[src/rtl/core/deq_pkg.sv]
`default_nettype none

package deq_pkg;

    // field widths
    localparam int OPC_W  = 2;
    localparam int WORD_W = 32;
    localparam int STAT_W = 2;
    localparam int OCC_W  = 4;

    // operation codes
    localparam logic [OPC_W-1:0] OP_PUSH_REAR  = 2'd0;
    localparam logic [OPC_W-1:0] OP_PUSH_FRONT = 2'd1;
    localparam logic [OPC_W-1:0] OP_POP_FRONT  = 2'd2;
    localparam logic [OPC_W-1:0] OP_POP_REAR   = 2'd3;

    // result status codes
    localparam logic [STAT_W-1:0] STAT_DONE  = 2'd0;
    localparam logic [STAT_W-1:0] STAT_FULL  = 2'd1;
    localparam logic [STAT_W-1:0] STAT_EMPTY = 2'd2;

    // controller to datapath commands
    typedef struct packed {
        logic exec;   // word accepted: update pointers, access the store
        logic load;   // move the pending result into the output register
    } deq_cmd_t;

endpackage

`default_nettype wire

[src/rtl/core/deq_if.sv]
`default_nettype none

// operation channel
interface deq_req_if;
    logic                                valid;
    logic                                ready;
    logic [deq_pkg::OPC_W-1:0]           opcode;
    logic signed [deq_pkg::WORD_W-1:0]   push_value;

    modport source (output valid, output opcode, output push_value, input ready);
    modport sink   (input valid, input opcode, input push_value, output ready);
endinterface

// result channel
interface deq_rsp_if;
    logic                                valid;
    logic                                ready;
    logic [deq_pkg::STAT_W-1:0]          status;
    logic signed [deq_pkg::WORD_W-1:0]   popped_value;
    logic [deq_pkg::OCC_W-1:0]           occupancy;

    modport source (output valid, output status, output popped_value, output occupancy,
                    input ready);
    modport sink   (input valid, input status, input popped_value, input occupancy,
                    output ready);
endinterface

`default_nettype wire

[src/rtl/core/deq_ctrl.sv]
`default_nettype none

module deq_ctrl (
    input  wire logic              clk,
    input  wire logic              rst_n,
    input  wire logic              req_valid,
    output logic                   req_ready,
    output logic                   rsp_valid,
    input  wire logic              rsp_ready,
    output deq_pkg::deq_cmd_t      cmd
);
    import deq_pkg::*;

    localparam logic ST_IDLE = 1'b0;
    localparam logic ST_HOLD = 1'b1;

    logic state_reg;
    logic state_next;
    logic out_valid_reg;
    logic out_valid_next;

    // handshake and commands
    assign req_ready = (state_reg == ST_IDLE);
    assign cmd.exec  = req_valid && req_ready;
    assign cmd.load  = (state_reg == ST_HOLD) && (!out_valid_reg || rsp_ready);
    assign rsp_valid = out_valid_reg;

    // next state
    always_comb
    begin
        state_next = state_reg;
        unique case (state_reg)
            ST_IDLE:
            begin
                if (cmd.exec)
                begin
                    state_next = ST_HOLD;
                end
            end
            ST_HOLD:
            begin
                if (cmd.load)
                begin
                    state_next = ST_IDLE;
                end
            end
            default:
            begin
                state_next = ST_IDLE;
            end
        endcase
    end

    // output word valid
    always_comb
    begin
        priority if (cmd.load)
        begin
            out_valid_next = 1'b1;
        end
        else if (rsp_ready)
        begin
            out_valid_next = 1'b0;
        end
        else
        begin
            out_valid_next = out_valid_reg;
        end
    end

    always_ff @(posedge clk or negedge rst_n)
    begin
        if (!rst_n)
        begin
            state_reg     <= ST_IDLE;
            out_valid_reg <= 1'b0;
        end
        else
        begin
            state_reg     <= state_next;
            out_valid_reg <= out_valid_next;
        end
    end

`ifndef SYNTHESIS
    a_load_sets_valid: assert property (@(posedge clk) disable iff (!rst_n)
        cmd.load |=> out_valid_reg)
        else $error("result load did not raise output valid");

    a_no_exec_in_hold: assert property (@(posedge clk) disable iff (!rst_n)
        (state_reg == ST_HOLD) |-> !cmd.exec)
        else $error("word accepted while a result is pending");

    a_valid_from_hold: assert property (@(posedge clk) disable iff (!rst_n)
        $rose(out_valid_reg) |-> $past(state_reg == ST_HOLD))
        else $error("output valid rose without a pending result");

    a_exec_then_load: assert property (@(posedge clk) disable iff (!rst_n)
        cmd.exec |=> (state_reg == ST_HOLD))
        else $error("accepted word did not enter hold");
`endif

endmodule

`default_nettype wire

[src/rtl/core/deq_dp.sv]
`default_nettype none

module deq_dp #(
    parameter int CAPACITY = 8
) (
    input  wire logic                                 clk,
    input  wire logic                                 rst_n,
    input  wire deq_pkg::deq_cmd_t                    cmd,
    input  wire logic [deq_pkg::OPC_W-1:0]            opcode,
    input  wire logic signed [deq_pkg::WORD_W-1:0]    push_value,
    output logic [deq_pkg::STAT_W-1:0]                status,
    output logic signed [deq_pkg::WORD_W-1:0]         popped_value,
    output logic [deq_pkg::OCC_W-1:0]                 occupancy
);
    import deq_pkg::*;

    localparam int PTR_W = $clog2(CAPACITY);
    localparam int CNT_W = $clog2(CAPACITY + 1);
    localparam int SUM_W = CNT_W + 1;
    localparam logic [SUM_W-1:0] CAP_S  = SUM_W'(CAPACITY);
    localparam logic [CNT_W-1:0] CAP_C  = CNT_W'(CAPACITY);
    localparam logic [PTR_W-1:0] LAST_P = PTR_W'(CAPACITY - 1);

    logic [WORD_W-1:0] mem [CAPACITY];

    logic [PTR_W-1:0]  head_reg;
    logic [PTR_W-1:0]  head_next;
    logic [CNT_W-1:0]  count_reg;
    logic [CNT_W-1:0]  count_next;

    logic [WORD_W-1:0] rd_data_reg;
    logic [STAT_W-1:0] stat_pend_reg;
    logic [STAT_W-1:0] stat_pend_next;
    logic              pop_ok_reg;
    logic              pop_ok_next;

    logic [STAT_W-1:0]        status_reg;
    logic signed [WORD_W-1:0] popped_reg;
    logic [OCC_W-1:0]         occ_reg;

    logic              full;
    logic              empty;
    logic [PTR_W-1:0]  head_inc;
    logic [PTR_W-1:0]  head_dec;
    logic [SUM_W-1:0]  rear_sum;
    logic [SUM_W-1:0]  last_sum;
    logic [PTR_W-1:0]  rear_slot;
    logic [PTR_W-1:0]  last_slot;
    logic              wr_en;
    logic [PTR_W-1:0]  wr_addr;
    logic [PTR_W-1:0]  rd_addr;

    // pointer arithmetic, wrapped by a single compare
    assign full     = (count_reg == CAP_C);
    assign empty    = (count_reg == '0);
    assign head_inc = (head_reg == LAST_P) ? '0 : head_reg + PTR_W'(1);
    assign head_dec = (head_reg == '0) ? LAST_P : head_reg - PTR_W'(1);
    assign rear_sum = SUM_W'(head_reg) + SUM_W'(count_reg);
    assign last_sum = rear_sum - SUM_W'(1);
    assign rear_slot = (rear_sum >= CAP_S) ? PTR_W'(rear_sum - CAP_S) : PTR_W'(rear_sum);
    assign last_slot = (last_sum >= CAP_S) ? PTR_W'(last_sum - CAP_S) : PTR_W'(last_sum);

    // operation decode
    always_comb
    begin
        head_next      = head_reg;
        count_next     = count_reg;
        stat_pend_next = STAT_DONE;
        pop_ok_next    = 1'b0;
        wr_en          = 1'b0;
        wr_addr        = rear_slot;
        rd_addr        = head_reg;
        unique case (opcode)
            OP_PUSH_REAR:
            begin
                if (full)
                begin
                    stat_pend_next = STAT_FULL;
                end
                else
                begin
                    wr_en      = 1'b1;
                    count_next = count_reg + CNT_W'(1);
                end
            end
            OP_PUSH_FRONT:
            begin
                wr_addr = head_dec;
                if (full)
                begin
                    stat_pend_next = STAT_FULL;
                end
                else
                begin
                    wr_en      = 1'b1;
                    head_next  = head_dec;
                    count_next = count_reg + CNT_W'(1);
                end
            end
            OP_POP_FRONT:
            begin
                if (empty)
                begin
                    stat_pend_next = STAT_EMPTY;
                end
                else
                begin
                    pop_ok_next = 1'b1;
                    head_next   = head_inc;
                    count_next  = count_reg - CNT_W'(1);
                end
            end
            OP_POP_REAR:
            begin
                rd_addr = last_slot;
                if (empty)
                begin
                    stat_pend_next = STAT_EMPTY;
                end
                else
                begin
                    pop_ok_next = 1'b1;
                    count_next  = count_reg - CNT_W'(1);
                end
            end
            default:
            begin
                stat_pend_next = STAT_DONE;
            end
        endcase
    end

    // pointer state
    always_ff @(posedge clk or negedge rst_n)
    begin
        if (!rst_n)
        begin
            head_reg  <= '0;
            count_reg <= '0;
        end
        else if (cmd.exec)
        begin
            head_reg  <= head_next;
            count_reg <= count_next;
        end
    end

    // entry store, one write and one registered read
    always_ff @(posedge clk)
    begin
        if (cmd.exec && wr_en)
        begin
            mem[wr_addr] <= push_value;
        end
        if (cmd.exec)
        begin
            rd_data_reg <= mem[rd_addr];
        end
    end

    // pending result and output register
    always_ff @(posedge clk)
    begin
        if (cmd.exec)
        begin
            stat_pend_reg <= stat_pend_next;
            pop_ok_reg    <= pop_ok_next;
        end
        if (cmd.load)
        begin
            status_reg <= stat_pend_reg;
            popped_reg <= pop_ok_reg ? $signed(rd_data_reg) : '0;
            occ_reg    <= OCC_W'(count_reg);
        end
    end

    assign status       = status_reg;
    assign popped_value = popped_reg;
    assign occupancy    = occ_reg;

`ifndef SYNTHESIS
    a_count_bound: assert property (@(posedge clk) disable iff (!rst_n)
        count_reg <= CAP_C)
        else $error("entry count above capacity");

    a_head_bound: assert property (@(posedge clk) disable iff (!rst_n)
        head_reg <= LAST_P)
        else $error("head pointer out of range");

    a_refused_keeps: assert property (@(posedge clk) disable iff (!rst_n)
        cmd.exec && (stat_pend_next != STAT_DONE) |=>
            $stable(count_reg) && $stable(head_reg))
        else $error("refused operation changed the queue");

    a_push_grows: assert property (@(posedge clk) disable iff (!rst_n)
        cmd.exec && wr_en |=> count_reg == $past(count_reg) + CNT_W'(1))
        else $error("push did not grow the count");
`endif

endmodule

`default_nettype wire

[src/rtl/core/double_ended_queue.sv]
`default_nettype none

// Double-ended queue of signed 32-bit words, CAPACITY entries, held in a
// circular store with a head pointer and an entry count. Each request word
// is one operation (push rear, push front, pop front, pop rear) and yields
// exactly one response word with status, popped value (zero unless a pop
// succeeded) and the occupancy after the operation. A push onto a full
// queue or a pop from an empty one changes nothing and reports full or
// empty. An operation is accepted while the block is idle, the store is
// accessed on that edge through its registered read port, and the result
// then waits in the hold stage until it is loaded into the response
// register; no new operation is accepted before that load. A response that is not taken
// keeps the following operation's result waiting in the hold stage, and no
// further operation is accepted until the response register is free.
// No clearing pass is needed after reset.
module double_ended_queue #(
    parameter int CAPACITY = 8
) (
    input  wire logic  clk,
    input  wire logic  rst_n,
    deq_req_if.sink    req,
    deq_rsp_if.source  rsp
);
    import deq_pkg::*;

    deq_cmd_t cmd;

    deq_ctrl u_ctrl (
        .clk       (clk),
        .rst_n     (rst_n),
        .req_valid (req.valid),
        .req_ready (req.ready),
        .rsp_valid (rsp.valid),
        .rsp_ready (rsp.ready),
        .cmd       (cmd)
    );

    deq_dp #(
        .CAPACITY (CAPACITY)
    ) u_dp (
        .clk          (clk),
        .rst_n        (rst_n),
        .cmd          (cmd),
        .opcode       (req.opcode),
        .push_value   (req.push_value),
        .status       (rsp.status),
        .popped_value (rsp.popped_value),
        .occupancy    (rsp.occupancy)
    );

endmodule

`default_nettype wire
[src/flat_wrapper.sv]
// flat-port wrapper written by rule: the top's interface ports become plain ports
module double_ended_queue_flat import deq_pkg::*;
#(
    parameter int CAPACITY = 8
)
  (clk, rst_n, req_valid, req_opcode, req_push_value, req_ready, rsp_valid, rsp_status, rsp_popped_value, rsp_occupancy, rsp_ready);
  deq_req_if req_i ();
  deq_rsp_if rsp_i ();
  input  wire logic clk;
  input  wire logic rst_n;
  input wire logic [$bits(req_i.valid)-1:0] req_valid;
  input wire logic [$bits(req_i.opcode)-1:0] req_opcode;
  input wire logic [$bits(req_i.push_value)-1:0] req_push_value;
  output wire logic [$bits(req_i.ready)-1:0] req_ready;
  output wire logic [$bits(rsp_i.valid)-1:0] rsp_valid;
  output wire logic [$bits(rsp_i.status)-1:0] rsp_status;
  output wire logic [$bits(rsp_i.popped_value)-1:0] rsp_popped_value;
  output wire logic [$bits(rsp_i.occupancy)-1:0] rsp_occupancy;
  input wire logic [$bits(rsp_i.ready)-1:0] rsp_ready;
  assign req_i.valid = req_valid;
  assign req_i.opcode = req_opcode;
  assign req_i.push_value = req_push_value;
  assign req_ready = req_i.ready;
  assign rsp_valid = rsp_i.valid;
  assign rsp_status = rsp_i.status;
  assign rsp_popped_value = rsp_i.popped_value;
  assign rsp_occupancy = rsp_i.occupancy;
  assign rsp_i.ready = rsp_ready;
  double_ended_queue #(.CAPACITY(CAPACITY)) u_core (.clk(clk), .rst_n(rst_n), .req(req_i), .rsp(rsp_i));
endmodule
[config.mk]
export PLATFORM = sky130hd
export DESIGN_NAME = double_ended_queue_flat
export DESIGN_NICKNAME = d
export VERILOG_FILES = /design/src/rtl/core/deq_pkg.sv /design/src/rtl/core/deq_if.sv /design/src/rtl/core/deq_ctrl.sv /design/src/rtl/core/deq_dp.sv /design/src/rtl/core/double_ended_queue.sv /design/src/flat_wrapper.sv
export SDC_FILE = /design/constraint.sdc
export NUM_CORES = 1
export LEC_CHECK = 0
export CAP_MARGIN = 20
export CORE_MARGIN = 3
export CORE_UTILIZATION = 57
export DETAILED_ROUTE_END_ITERATION = 10
export DONT_BUFFER_PORTS = 1
export GPL_TIMING_DRIVEN = 0
export PLACE_DENSITY = 0.78
export SYNTH_ARGS = -nofsm -noshare
export SYNTH_HDL_FRONTEND = slang
export SYNTH_SLANG_ARGS = --single-unit
[constraint.sdc]
create_clock -name clk -period 4.42 [get_ports clk]
set_input_delay 1.105 -clock clk [delete_from_list [all_inputs] [get_ports clk]]
set_output_delay 1.105 -clock clk [all_outputs]
set_load 0.03 [all_outputs]
# After elaboration in Yosys (flattened, before gate mapping)
# Memory sizes are Yosys's and may differ from the RTL's. A register that Yosys moved wholly into a read port is not among the register bits.
# Cells that the tools add are included.
[op_classes] add_sub_neg=8 magnitude_cmp=2 eq_ne=9 n_mux=25 bitwise=1 reduce_logical=14
[op_table] operator="two-way mux 3 bit" count=8
[op_table] operator="greater-or-equal comparator 5 x 4 -> 1 bit (second input constant)" count=2
[op_table] operator="two-way mux 1 bit" count=10
[op_table] operator="subtractor 3 x 1 -> 3 bit (second input constant)" count=3
[op_table] operator="two-way mux 4 bit" count=2
[op_table] operator="inequality test 2 bit (second input constant)" count=4
[op_table] operator="case mux 4 bit (2 select lines)" count=1
[op_table] operator="case mux 3 bit (2 select lines)" count=1
[op_table] operator="adder 3 x 4 -> 5 bit" count=1
[op_table] operator="subtractor 5 x 1 -> 5 bit (second input constant)" count=1
[op_table] operator="adder 4 x 1 -> 4 bit (second input constant)" count=1
[op_table] operator="equality test 2 bit (second input constant)" count=2
[op_table] operator="equality test 4 bit (second input constant)" count=1
[op_table] operator="zero test 4 bit" count=1
[op_table] operator="case mux 2 bit (2 select lines)" count=1
[op_table] operator="AND reduction 4 bit" count=1
[op_table] operator="nonzero test 2 bit" count=2
[op_table] operator="OR reduction 2 bit" count=2
[op_table] operator="subtractor 4 x 1 -> 4 bit (second input constant)" count=1
[op_table] operator="adder 3 x 1 -> 3 bit (second input constant)" count=1
[op_table] operator="equality test 3 bit (second input constant)" count=1
[op_table] operator="logical AND 1 bit" count=3
[op_table] operator="zero test 3 bit" count=1
[op_table] operator="AND reduction 3 bit" count=1
[op_table] operator="7 further kinds" count=7
[word_totals] regBits=50 mem_bits_rw=256 input_bits=38 output_inout_bits=40 word_cells=69 mem_count=1
[memory_table] memory="u_core.u_dp.mem" depth=8 word_bits=32 rd=1 rd_clocked_by_memory_dff=1 wr=1 line_no="deq_dp.sv:24" text="logic [WORD_W-1:0] mem [CAPACITY];"

# Logic depth before layout (Yosys ltp)
# Gate-level depths: netlist of run 1.
[logic_depth] depth_word=6 mapped_depth=10 ltp_nobuf=9

# Hierarchy
# From an unflattened synthesis of run 1, not the netlist that was laid out.
[unflattened] hier_cells=693 hier_area_um2=13309.0
[by_module_without_submodules] module="deq_dp" n_inst=1 cells_per_inst=684 area_per_inst_um2=13207.7 seq_area_each_um2=10054.6
[by_module_without_submodules] module="deq_ctrl" n_inst=1 cells_per_inst=9 area_per_inst_um2=101.3 seq_area_each_um2=50.0

# Worst setup path before layout of run 1
# OpenSTA, ideal clock, no wires.
[synth_path] path_type="input port to flip-flop" startpoint="input req_opcode[1]" endpoint="memory u_core.u_dp.mem[2][0], enable pin" setup_ns=0.461 t_arrival_ns=3.953 required_time_ns=3.959 slack_ns=0.005 path_stages=5 n_path_buf=0 path_cell_list="nand2b_1 -> nand2_1 -> a21oi_1 -> a31o_2 -> nor3_1"
[synth_between] elab_chain_len=6 word_cells_on_any_way=8 cone_classes="1 x eq/ne; 4 x mux; 3 x reduce/logical"
[synth_rtl] element="start, declared" line_no="flat_wrapper.sv:12" text="input wire logic [$bits(req_i.opcode)-1:0] req_opcode;"
[synth_rtl] element="equality test 2 x 1 -> 1 bit / zero test 2 bit (equally long branches)" line_no="deq_dp.sv:73" text="unique case (opcode)"
[synth_rtl] element="OR reduction 2 bit (no source line)"
[synth_rtl] element="two-way mux 1 bit"
[synth_rtl] element="logical AND 1 bit" line_no="deq_dp.sv:151" text="if (cmd.exec && wr_en)"
[synth_rtl] element="two-way mux 1 bit" line_no="deq_dp.sv:151"
[synth_rtl] element="two-way mux 1 bit (not written as such)" line_no="deq_dp.sv:153" text="mem[wr_addr] <= push_value;"
[synth_rtl] element="end, declared" line_no="deq_dp.sv:24"
# Parallel ways exist; a longest one is shown, timed or not.

# Final worst setup path of run 1
[layout_path] startpoint="register u_core.u_dp.count_reg[0]" endpoint="memory u_core.u_dp.mem[6][7], enable pin"
[layout_between] elab_chain_len=6 word_cells_on_any_way=11 cone_classes="2 x add/sub; 1 x order compare; 1 x eq/ne; 6 x mux; 1 x reduce/logical"
[layout_rtl] element="start, declared" line_no="deq_dp.sv:28" text="logic [CNT_W-1:0] count_reg;"
[layout_rtl] element="start signal, assigned" line_no="deq_dp.sv:144" text="count_reg <= count_next;"
[layout_rtl] element="parallel branches: the longest is 6 deep, another holds adder 3 x 4 -> 5 bit"
# Several ways; the timed one is not identified.

==> reports/summary.txt, run 1 <==
outcome - finished clean
Peak VDD IR - 0.447 mV
busiest grt layer - met2
Comb pwr share - 37.3%
CP peak stage delay - 0.92 ns
area leader, netlist - edfxtp_1
Post-synth EDFFs - 329
drc violations - 0
Final Wtd Congestion - 0.789
CTS Root Cell - clkbuf_16
Mapped Nets - 742
Post-Syn Area - 0.0133 sq mm
clock share of power - 23.5%
Post-CTS Setup Bufs - 0
Detailed Place HPWL - 16900 microns
Die Area - 0.0253 sq mm
Reg2Reg Depth - 10
Routed WL - 26700 microns
Synth warnings - 0
Rows - 55
# setup viols final - 0
via count - 6516
Post-synth ARST share - 2.66%
register share of total power - 39.2%
crit end category - flip-flop
wire length of the first global-routing pass - 40900 microns
vias in the first global route - 7021
clk slew on worst S/H paths - 0.06 ns
antenna cell count - 0
final hold viol count - 0
Total Routing Usage GR - 21.2%
die height - 159 microns
critical path arrival - 3.86 ns
ANT nets after route - 0
internal power - 7.65 mW
final slew viol count - 0
max cap viols - 0
R2R setup slack - 0.77 ns
die width - 159 microns
share of cells above drive strength 1 - 26.5%
top_reg_cell synth - edfxtp_1
IO Pins - 78
Req. time, crit path - 4.63 ns
RSZ-0062 raised after global routing - no
CP max FO - 10
crit-path leading delay family - simple AND/OR/NAND/NOR gates
Clock Latency Late Sink - 0.51 ns
Pwr Total - 11.5 mW
Largest register FFs - 256
Hold Path Class - in2async
slew at the pin closest to its max-slew limit - 1.02 ns
Switching Fraction - 33.2%
P_sw - 3.80 mW
Worst path slowest cell - nor3_2
PostCTS Resize Cnt - 0
total global routing overflow - 0
drt pass-1 iters - 5
WS Path Type - reg2reg
main area contributors after synthesis - edfxtp_1, mux2_2, mux2i_1
Final Skew - 0.0136 ns
Clock Sink Count - 338
r2r endpoint - u_core.u_dp.mem[6][7]
Initial DRC Count - 507
share of the synthesized area in the top cell type - 74.1%
IO Port Bufs - 0
routed length per instance - 24.6 microns
CP Depth - 10
crit path cell chain - ha_1, inv_1, fa_1, xnor2_1, nand2_1, a21oi_1, a31oi_1, nor3_2, buf_8, buf_6
antenna violations before repair - 0
final period utilization - 82.6%
#FFs+latches synth - 338
Util after Layout - 66.4%
placed cells - 1025
CTS tree - built
# hold bufs at CTS - 0
largest net degree at the start of global routing - 32
Period minus WS final - 3.65 ns
met3 Use GR - 5.72%
core area - 0.0228 sq mm
grt met2 use - 35.6%
grt met1 use - 27.1%
Syn Area/Cell - 19.2 sq um
CTS Buffer Depth - 3
register area share after synthesis - 75.8%
Initial Utilization - 58.5%
Yosys cell types - 47
CP startpoint kind - flip-flop
Area growth, synth to finish - 13.4%
Pleak - 5.04 nW
TritonCTS buffer count - 35
R2R Path Start - u_core.u_dp.count_reg[0]
final net count - 797
Fmax achieved - 0.274 GHz
power per cell area - 758 mW/mm^2
vias per inst - 6.01
Critical Path Start - u_core.u_dp.count_reg[0]
H-tree depth - 2
CP endpoint - u_core.u_dp.mem[6][7]
Non-Filler Instances - 1084
Gate Count Post-Synth - 694
Rel. slew slack - 31.9%
buffers and inverters on the worst path - 3
## metrics by stage
| step | setup TNS [ns] | hold slack (ns) | setup slack [ns] | area, sq um |
|---|---|---|---|---|
| after floorplan | 0 | 0.400 | 0.00545 | 13300 |
| after global placement | -333.61 | 0.408 | -2.37 | 13700 |
| after detailed placement | 0 | 0.412 | 0.796 | 14100 |
| after CTS | 0 | 0.276 | 0.791 | 15100 |
| after global routing | 0 | 0.274 | 0.566 | 15100 |
| final | 0 | 0.291 | 0.767 | 15100 |
## area by class of cell
cell class | count | area (sq um)
clock buffers | 45 | 945
repair buffers | 18 | 289
multi-input cells | 315 | 2980
clock inverters | 14 | 106
fillers | 1436 | 7660
flip-flops and latches | 338 | 10100
plain buffers | 32 | 264
well taps | 313 | 392
inverters | 9 | 33.8
## power by group through the flow
stage | Clock (mW) | Combinational, mW | Sequential [mW]
2_1_floorplan | 0 | 3.17 | 4.51
3_3_place_gp | 0 | 3.96 | 4.56
3_5_place_dp | 0 | 4.25 | 4.56
4_1_cts | 2.74 | 4.28 | 4.49
5_1_grt | 2.87 | 4.54 | 4.53
6_report | 2.69 | 4.27 | 4.49
## cell usage after synthesis, types with 3 or more instances
cell type	instances
edfxtp_1	329
mux2i_1	67
mux2_2	64
and2_1	34
o22ai_1	32
a221oi_2	30
buf_6	13
dfrtp_1	9
inv_1	9
nor3_1	9
ha_1	8
nand2_1	8
nor2_1	8
a21oi_1	7
buf_4	7
clkbuf_1	6
nand2b_1	6
o21ai_0	6
buf_2	4
nor2b_1	3
xnor2_1	3
## cells by family after synthesis
| logic type | after synthesis | share of synthesized area, % |
|---|---|---|
| AOI/OAI and AO/OA | 91 | 6.51 |
| xor gates and xnor gates | 6 | 0.507 |
| adders and majority gates | 10 | 1.05 |
| buffers and inverters | 41 | 2.23 |
| DFF | 338 | 75.8 |
| muxes | 132 | 10.5 |
| and+or+nand+nor | 76 | 3.36 |
## per-layer routing
| layer | up-vias | share of wire, % | routed length, microns |
|---|---|---|---|
| met1 | 3317 | 39 | 10500 |
| met4 | 0 | 2.4 | 634 |
| met2 | 267 | 50 | 13400 |
| li1 | 2882 | - | - |
| met5 | - | 0 | 0 |
| met3 | 50 | 7.7 | 2050 |
## cell usage in the layout, fill, tap and decap left out, types with 5 or more instances in the layout
master | Yosys | final
o22ai_1 | 32 | 32
a221oi_2 | 30 | 30
clkinv_1 | 0 | 6
clkbuf_16 | 0 | 36
buf_4 | 7 | 7
dfrtp_1 | 9 | 9
buf_6 | 13 | 22
a21oi_1 | 7 | 7
edfxtp_1 | 329 | 329
nand2_1 | 8 | 8
o21ai_0 | 6 | 6
and2_1 | 34 | 33
mux2_2 | 64 | 64
inv_1 | 9 | 8
ha_1 | 8 | 8
clkbuf_1 | 6 | 14
nor3_1 | 9 | 5
nand2b_1 | 6 | 6
mux2i_1 | 67 | 67
nor3_2 | 1 | 5
## how the worst min path moves through the flow
stage	cells after the start	end	slack (ns)
finish	0	u_core.u_dp.head_reg[0]	0.29
global route	0	u_core.u_dp.head_reg[0]	0.27
CTS	0	u_core.u_dp.head_reg[0]	0.28
detailed placement	0	u_core.u_dp.status[0]	0.41
global placement	0	u_core.u_dp.status[1]	0.41
floorplan	0	u_core.u_dp.status[0]	0.40
Note: power is estimated with default switching activity, not from simulation.
==> run 2: changes to the inputs <==
--- a/config.mk
+++ b/config.mk
@@ -7,11 +7,11 @@
 export LEC_CHECK = 0
 export CAP_MARGIN = 20
 export CORE_MARGIN = 3
-export CORE_UTILIZATION = 57
+export CORE_UTILIZATION = 63
 export DETAILED_ROUTE_END_ITERATION = 10
 export DONT_BUFFER_PORTS = 1
 export GPL_TIMING_DRIVEN = 0
-export PLACE_DENSITY = 0.78
+export PLACE_DENSITY = 0.82
 export SYNTH_ARGS = -nofsm -noshare
 export SYNTH_HDL_FRONTEND = slang
 export SYNTH_SLANG_ARGS = --single-unit
==> constraint.sdc (replaced) <==
create_clock -name clk -period 3.7 [get_ports clk]
set_input_delay 0.925 -clock clk [delete_from_list [all_inputs] [get_ports clk]]
set_output_delay 0.925 -clock clk [all_outputs]
set_load 0.03 [all_outputs]
==> run 2 against run 1 <==
Fmax up 3.8%. Via count is 1.2% higher. Global-route usage is 3.1 points higher. Clock skew shrank 0.0051 ns. Sequential power rose by 20%. Hold slack got worse by 0.22 ns. First-iteration DRC count shrank 9.7%. Setup slack got worse by 0.59 ns. Highest routed layer unchanged. Register-to-register slack worse by 0.59 ns. Routed wire length up 1.9%. Largest power group unchanged. Sequential share of layout area grew 0.22 points.
==> reports/summary.txt, run 2 (synthesis results as in run 1) <==
outcome - finished clean
drc violations - 0
vias per inst - 6.36
vias in the first global route - 6966
CP peak stage delay - 0.64 ns
Sequential cell area - 0.0101 sq mm
final slew viol count - 0
H-tree depth - 1
Routed WL - 27200 microns
highest-count cells in the layout ignoring fill and taps - edfxtp_1, mux2i_1, mux2_2
Period minus WS final - 3.52 ns
Fmax achieved - 0.284 GHz
Pleak - 5.04 nW
PostCTS Resize Cnt - 0
crit path cell chain - ha_1, inv_1, fa_1, xnor2_1, nand2_1, a21oi_1, a31o_2, nor3_2, buf_6, buf_6, buf_6
CTS Root Cell - clkbuf_16
Total Routing Usage GR - 24.3%
Final Wtd Congestion - 0.794
Pwr Total - 13.7 mW
routed length per instance - 26.2 microns
critical path arrival - 3.77 ns
Min Hold Slack - 0.0681 ns
CP max FO - 8
CP most frequent cell - buf_6
Clock Latency Late Sink - 0.55 ns
most common cell after layout, fill and taps aside - edfxtp_1
IO Pins - 78
die width - 151 microns
final period utilization - 95.1%
Top Layer Used - met4
wire length of the first global-routing pass - 41200 microns
routed wl met2 - 14200 microns
Reg2Reg Depth - 11
IO Port Bufs - 0
slew at the pin closest to its max-slew limit - 0.995 ns
Rel. slew slack - 33.6%
WS Path Type - reg2reg
Die Area - 0.0229 sq mm
CTS Buffer Depth - 3
Clock Sink Count - 338
final net count - 791
Hold Path Class - in2async
antenna cell count - 0
core area - 0.0205 sq mm
Peak VDD IR - 0.601 mV
die height - 151 microns
RSZ-0062 raised after global routing - no
clk slew on worst S/H paths - 0.06 ns
CP startpoint kind - flip-flop
crit end category - flip-flop
placed cells - 980
largest net degree at the start of global routing - 39
Detailed Place HPWL - 17000 microns
final hold viol count - 0
Initial Utilization - 65.0%
Rows - 52
Largest register FFs - 256
share of cells above drive strength 1 - 26.4%
max cap viols - 0
met3 WL - 1950 microns
total global routing overflow - 0
multi-input logic area - 0.00299 sq mm
Worst path slowest cell - nor3_2
Sum Neg Setup Slack - 0 ns
drt pass-1 iters - 5
Final Skew - 0.00858 ns
Initial DRC Count - 458
TritonCTS buffer count - 31
fillers - 1125
CTS tree - built
ANT nets after route - 0
via count - 6591
Non-Filler Instances - 1036
Post-CTS Setup Bufs - 0
# setup viols final - 0
power per cell area - 912 mW/mm^2
Req. time, crit path - 3.95 ns
# hold bufs at CTS - 0
Metal-1 WL - 10300 microns
Area growth, synth to finish - 13.0%
antenna violations before repair - 0
run 2: cell types whose count changed in the layout (fill, tap and decap cells not counted), sizes merged:
cell / before / now
buf: 43 / 41
clkinv: 11 / 17
bufinv: 1 / 6
inv: 11 / 9
clkbuf: 52 / 40
run 2: worst max-delay path, delay by kind of cell, from the launching register on:
family / cells / cell delay [ns]
buf+inv: 4 / 0.64
fa+ha+maj: 2 / 0.70
xor+xnor: 1 / 0.16
compound gates: 2 / 0.42
simple gates: 2 / 0.77
flops: 1 / 0.52
run 2: path summary, 6_finish.rpt:
check | startpoint | to | slack (ns)
max in group asynchronous | rst_n | u_core.u_dp.count_reg[1] | 3.56
max reg2reg | u_core.u_dp.count_reg[0] | u_core.u_dp.mem[2][2] | 0.18
min in group clk | u_core.u_dp.stat_pend_reg[1] | u_core.u_dp.status[1] | 0.42
min | rst_n | u_core.u_dp.head_reg[1] | 0.07
min reg2reg | u_core.u_dp.stat_pend_reg[1] | u_core.u_dp.status[1] | 0.42
max | u_core.u_dp.count_reg[0] | u_core.u_dp.mem[2][2] | 0.18
run 2: metal layers:
layer / vias up / GRT usage, %
met5: - / 0
met4: 0 / 7.34
met3: 53 / 4.40
met2: 279 / 42.5
met1: 3376 / 31.5
li1: 2883 / -
run 2: metrics by stage:
step | setup slack, ns | utilization (%) | cell area [sq um]
after floorplan | -0.710 | - | 13300
after global placement | -3.07 | 66.7 | 13700
after detailed placement | 0.176 | 68.4 | 14000
after CTS | 0.169 | 73.5 | 15100
after global routing | 0.0105 | 73.5 | 15100
final | 0.182 | 73.5 | 15100
run 2: power by group:
group / leakage [nW] / internal, mW / switching (mW) / total, mW
logic: 1.42 / 2.26 / 2.86 / 5.12
clock network: 0.515 / 1.93 / 1.30 / 3.23
registers: 3.11 / 5.01 / 0.377 / 5.39
total: 5.04 / 9.20 / 4.53 / 13.7
run 2: area by class of cell:
| class | instances | share of cell area (%) |
|---|---|---|
| Sequential cell | 338 | 67.1 |
| Buffer | 32 | 1.75 |
| Timing Repair Buffer | 16 | 1.96 |
| Multi-Input combinational cell | 315 | 19.9 |
| Clock inverter | 23 | 1.69 |
| Inverter | 9 | 0.224 |
| Tap cell | 270 | 2.24 |
| Clock buffer | 33 | 5.20 |
==> run 3: changes to the inputs <==
--- a/config.mk
+++ b/config.mk
@@ -12,6 +12,7 @@
 export DONT_BUFFER_PORTS = 1
 export GPL_TIMING_DRIVEN = 0
 export PLACE_DENSITY = 0.82
+export RECOVER_POWER = 100
 export SYNTH_ARGS = -nofsm -noshare
 export SYNTH_HDL_FRONTEND = slang
 export SYNTH_SLANG_ARGS = --single-unit
==> run 3 against run 2 <==
The run now ends with capacitance limit, slew limit left. Count of clock-buffer cells in the layout stayed put. First-iteration DRC count is 8.5% lower. Flip-flop and latch count stayed put. Design area is 1.8% lower. Final cell count stayed put. Critical path depth is 3 lower. Routed wire length is 0.19% higher. Non-clock buffer count stayed put. Combinational power is 5.5% lower. Largest cell class unchanged.
==> reports/summary.txt, run 3 (synthesis results as in run 1) <==
Initial DRC Count - 419
final hold viol count - 0
CTS Root Cell - clkbuf_16
Area growth, synth to finish - 11.0%
Post-CTS Setup Bufs - 0
critical path arrival - 3.74 ns
Comb pwr share - 35.9%
power per cell area - 909 mW/mm^2
slew at the pin closest to its max-slew limit - 2.74 ns
antenna violations before repair - 0
Pwr Total - 13.5 mW
Sum Neg Setup Slack - 0 ns
drt pass-1 iters - 4
Period minus WS final - 3.54 ns
failing checks - capacitance limit, slew limit
via count - 6628
total global routing overflow - 0
# setup viols final - 0
Total Routing Usage GR - 24.3%
internal power - 9.06 mW
die height - 151 microns
vias per inst - 6.40
CTS tree - built
register share of total power - 40.1%
core area - 0.0205 sq mm
wire length of the first global-routing pass - 41200 microns
CTS Buffer Depth - 3
vias in the first global route - 6966
Final Wtd Congestion - 0.794
ANT nets after route - 0
final period utilization - 95.7%
Hold Path Class - in2async
# hold bufs at CTS - 0
CP startpoint kind - flip-flop
P_sw - 4.40 mW
Rel. slew slack - -82.9%
antenna cell count - 0
RSZ-0062 raised after global routing - no
routed length per instance - 26.3 microns
max cap viols - 2
largest net degree at the start of global routing - 39
PostCTS Resize Cnt - 0
Pleak - 4.93 nW
Peak VDD IR - 0.582 mV
Final Skew - 0.0106 ns
highest-count cells in the layout ignoring fill and taps - edfxtp_1, mux2i_1, mux2_2
CP max FO - 20
Largest register FFs - 256
Routed WL - 27200 microns
crit end category - flip-flop
final net count - 791
die width - 151 microns
H-tree depth - 1
clock share of power - 24.0%
share of cells above drive strength 1 - 23.5%
IO Port Bufs - 0
IO Pins - 78
Die Area - 0.0229 sq mm
TritonCTS buffer count - 31
Clock Sink Count - 338
Detailed Place HPWL - 17000 microns
Clock Latency Late Sink - 0.55 ns
Switching Fraction - 32.7%
Rows - 52
Req. time, crit path - 3.90 ns
Fmax achieved - 0.282 GHz
clk slew on worst S/H paths - 0.06 ns
final slew viol count - 66
drc violations - 0
outcome - finished, violations left
Initial Utilization - 65.0%
WS Path Type - reg2reg
most common cell after layout, fill and taps aside - edfxtp_1
## run 3: changes by cell type in the layout (fill, tap and decap cells not counted), moves of 3 or more
cell,change
and2_0,+29
and2_1,-28
a221oi_1,+19
a221oi_2,-19
clkbuf_2,+9
buf_16,-4
buf_2,-3
## run 3: routing by layer
metal,vias up,GRT usage [%],routed length [microns]
met2,320,42.5,14100
met4,0,7.34,733
met3,60,4.40,2110
met1,3374,31.5,10200
met5,-,0,0
li1,2874,-,-
## run 3: cell type report
cell class	instances	area, sq um
timing repair buffer	16	159
tap	270	338
sequential	338	10100
clock inverter	23	254
fill	1162	5690
inverter	9	33.8
clock buffer	33	783
buffer	32	262
multi-input combinational	315	2870
## run 3: power groups by stage
stage | Sequential [mW] | Clock [mW] | Combinational (mW)
2_1_floorplan | 5.38 | 0 | 3.79
3_3_place_gp | 5.46 | 0 | 4.72
3_5_place_dp | 5.46 | 0 | 5.10
4_1_cts | 5.39 | 3.25 | 5.14
5_1_grt | 5.45 | 3.41 | 5.16
6_report | 5.40 | 3.23 | 4.84
## run 3: final timing paths
check	startpoint	cells after the start	end	slack [ns]
max in group asynchronous	rst_n	0	u_core.u_ctrl.state_reg	3.56
hold / removal	rst_n	0	u_core.u_dp.count_reg[0]	0.07
setup / recovery	u_core.u_dp.count_reg[0]	8	u_core.u_dp.mem[4][2]	0.16
setup reg to reg	u_core.u_dp.count_reg[0]	8	u_core.u_dp.mem[4][2]	0.16
min in group clk	u_core.u_dp.stat_pend_reg[1]	0	u_core.u_dp.status[1]	0.42
hold reg to reg	u_core.u_dp.stat_pend_reg[1]	0	u_core.u_dp.status[1]	0.42
## run 3: stage by stage
stage | hold slack [ns] | setup WS [ns] | std cells | area (sq um) | utilization [%]
finish | 0.0719 | 0.159 | 1036 | 14800 | 72.2
global route | 0.0498 | 0.0144 | 1036 | 14800 | 72.2
global placement | 0.404 | -3.07 | 964 | 13700 | 66.7
floorplan | 0.400 | -0.710 | 694 | 13300 | -
detailed placement | 0.408 | 0.176 | 980 | 14000 | 68.4
CTS | 0.0558 | 0.169 | 1036 | 15100 | 73.5
## run 3: critical path, cell delays in order, from the launching register on
cell and delay [ns]:
dfrtp_1 0.52, ha_1 0.21, inv_1 0.06, fa_1 0.58
mux2i_1 0.12, nor4_1 0.45, nand2_1 0.25, nor2_4 0.49
clkbuf_4 0.51
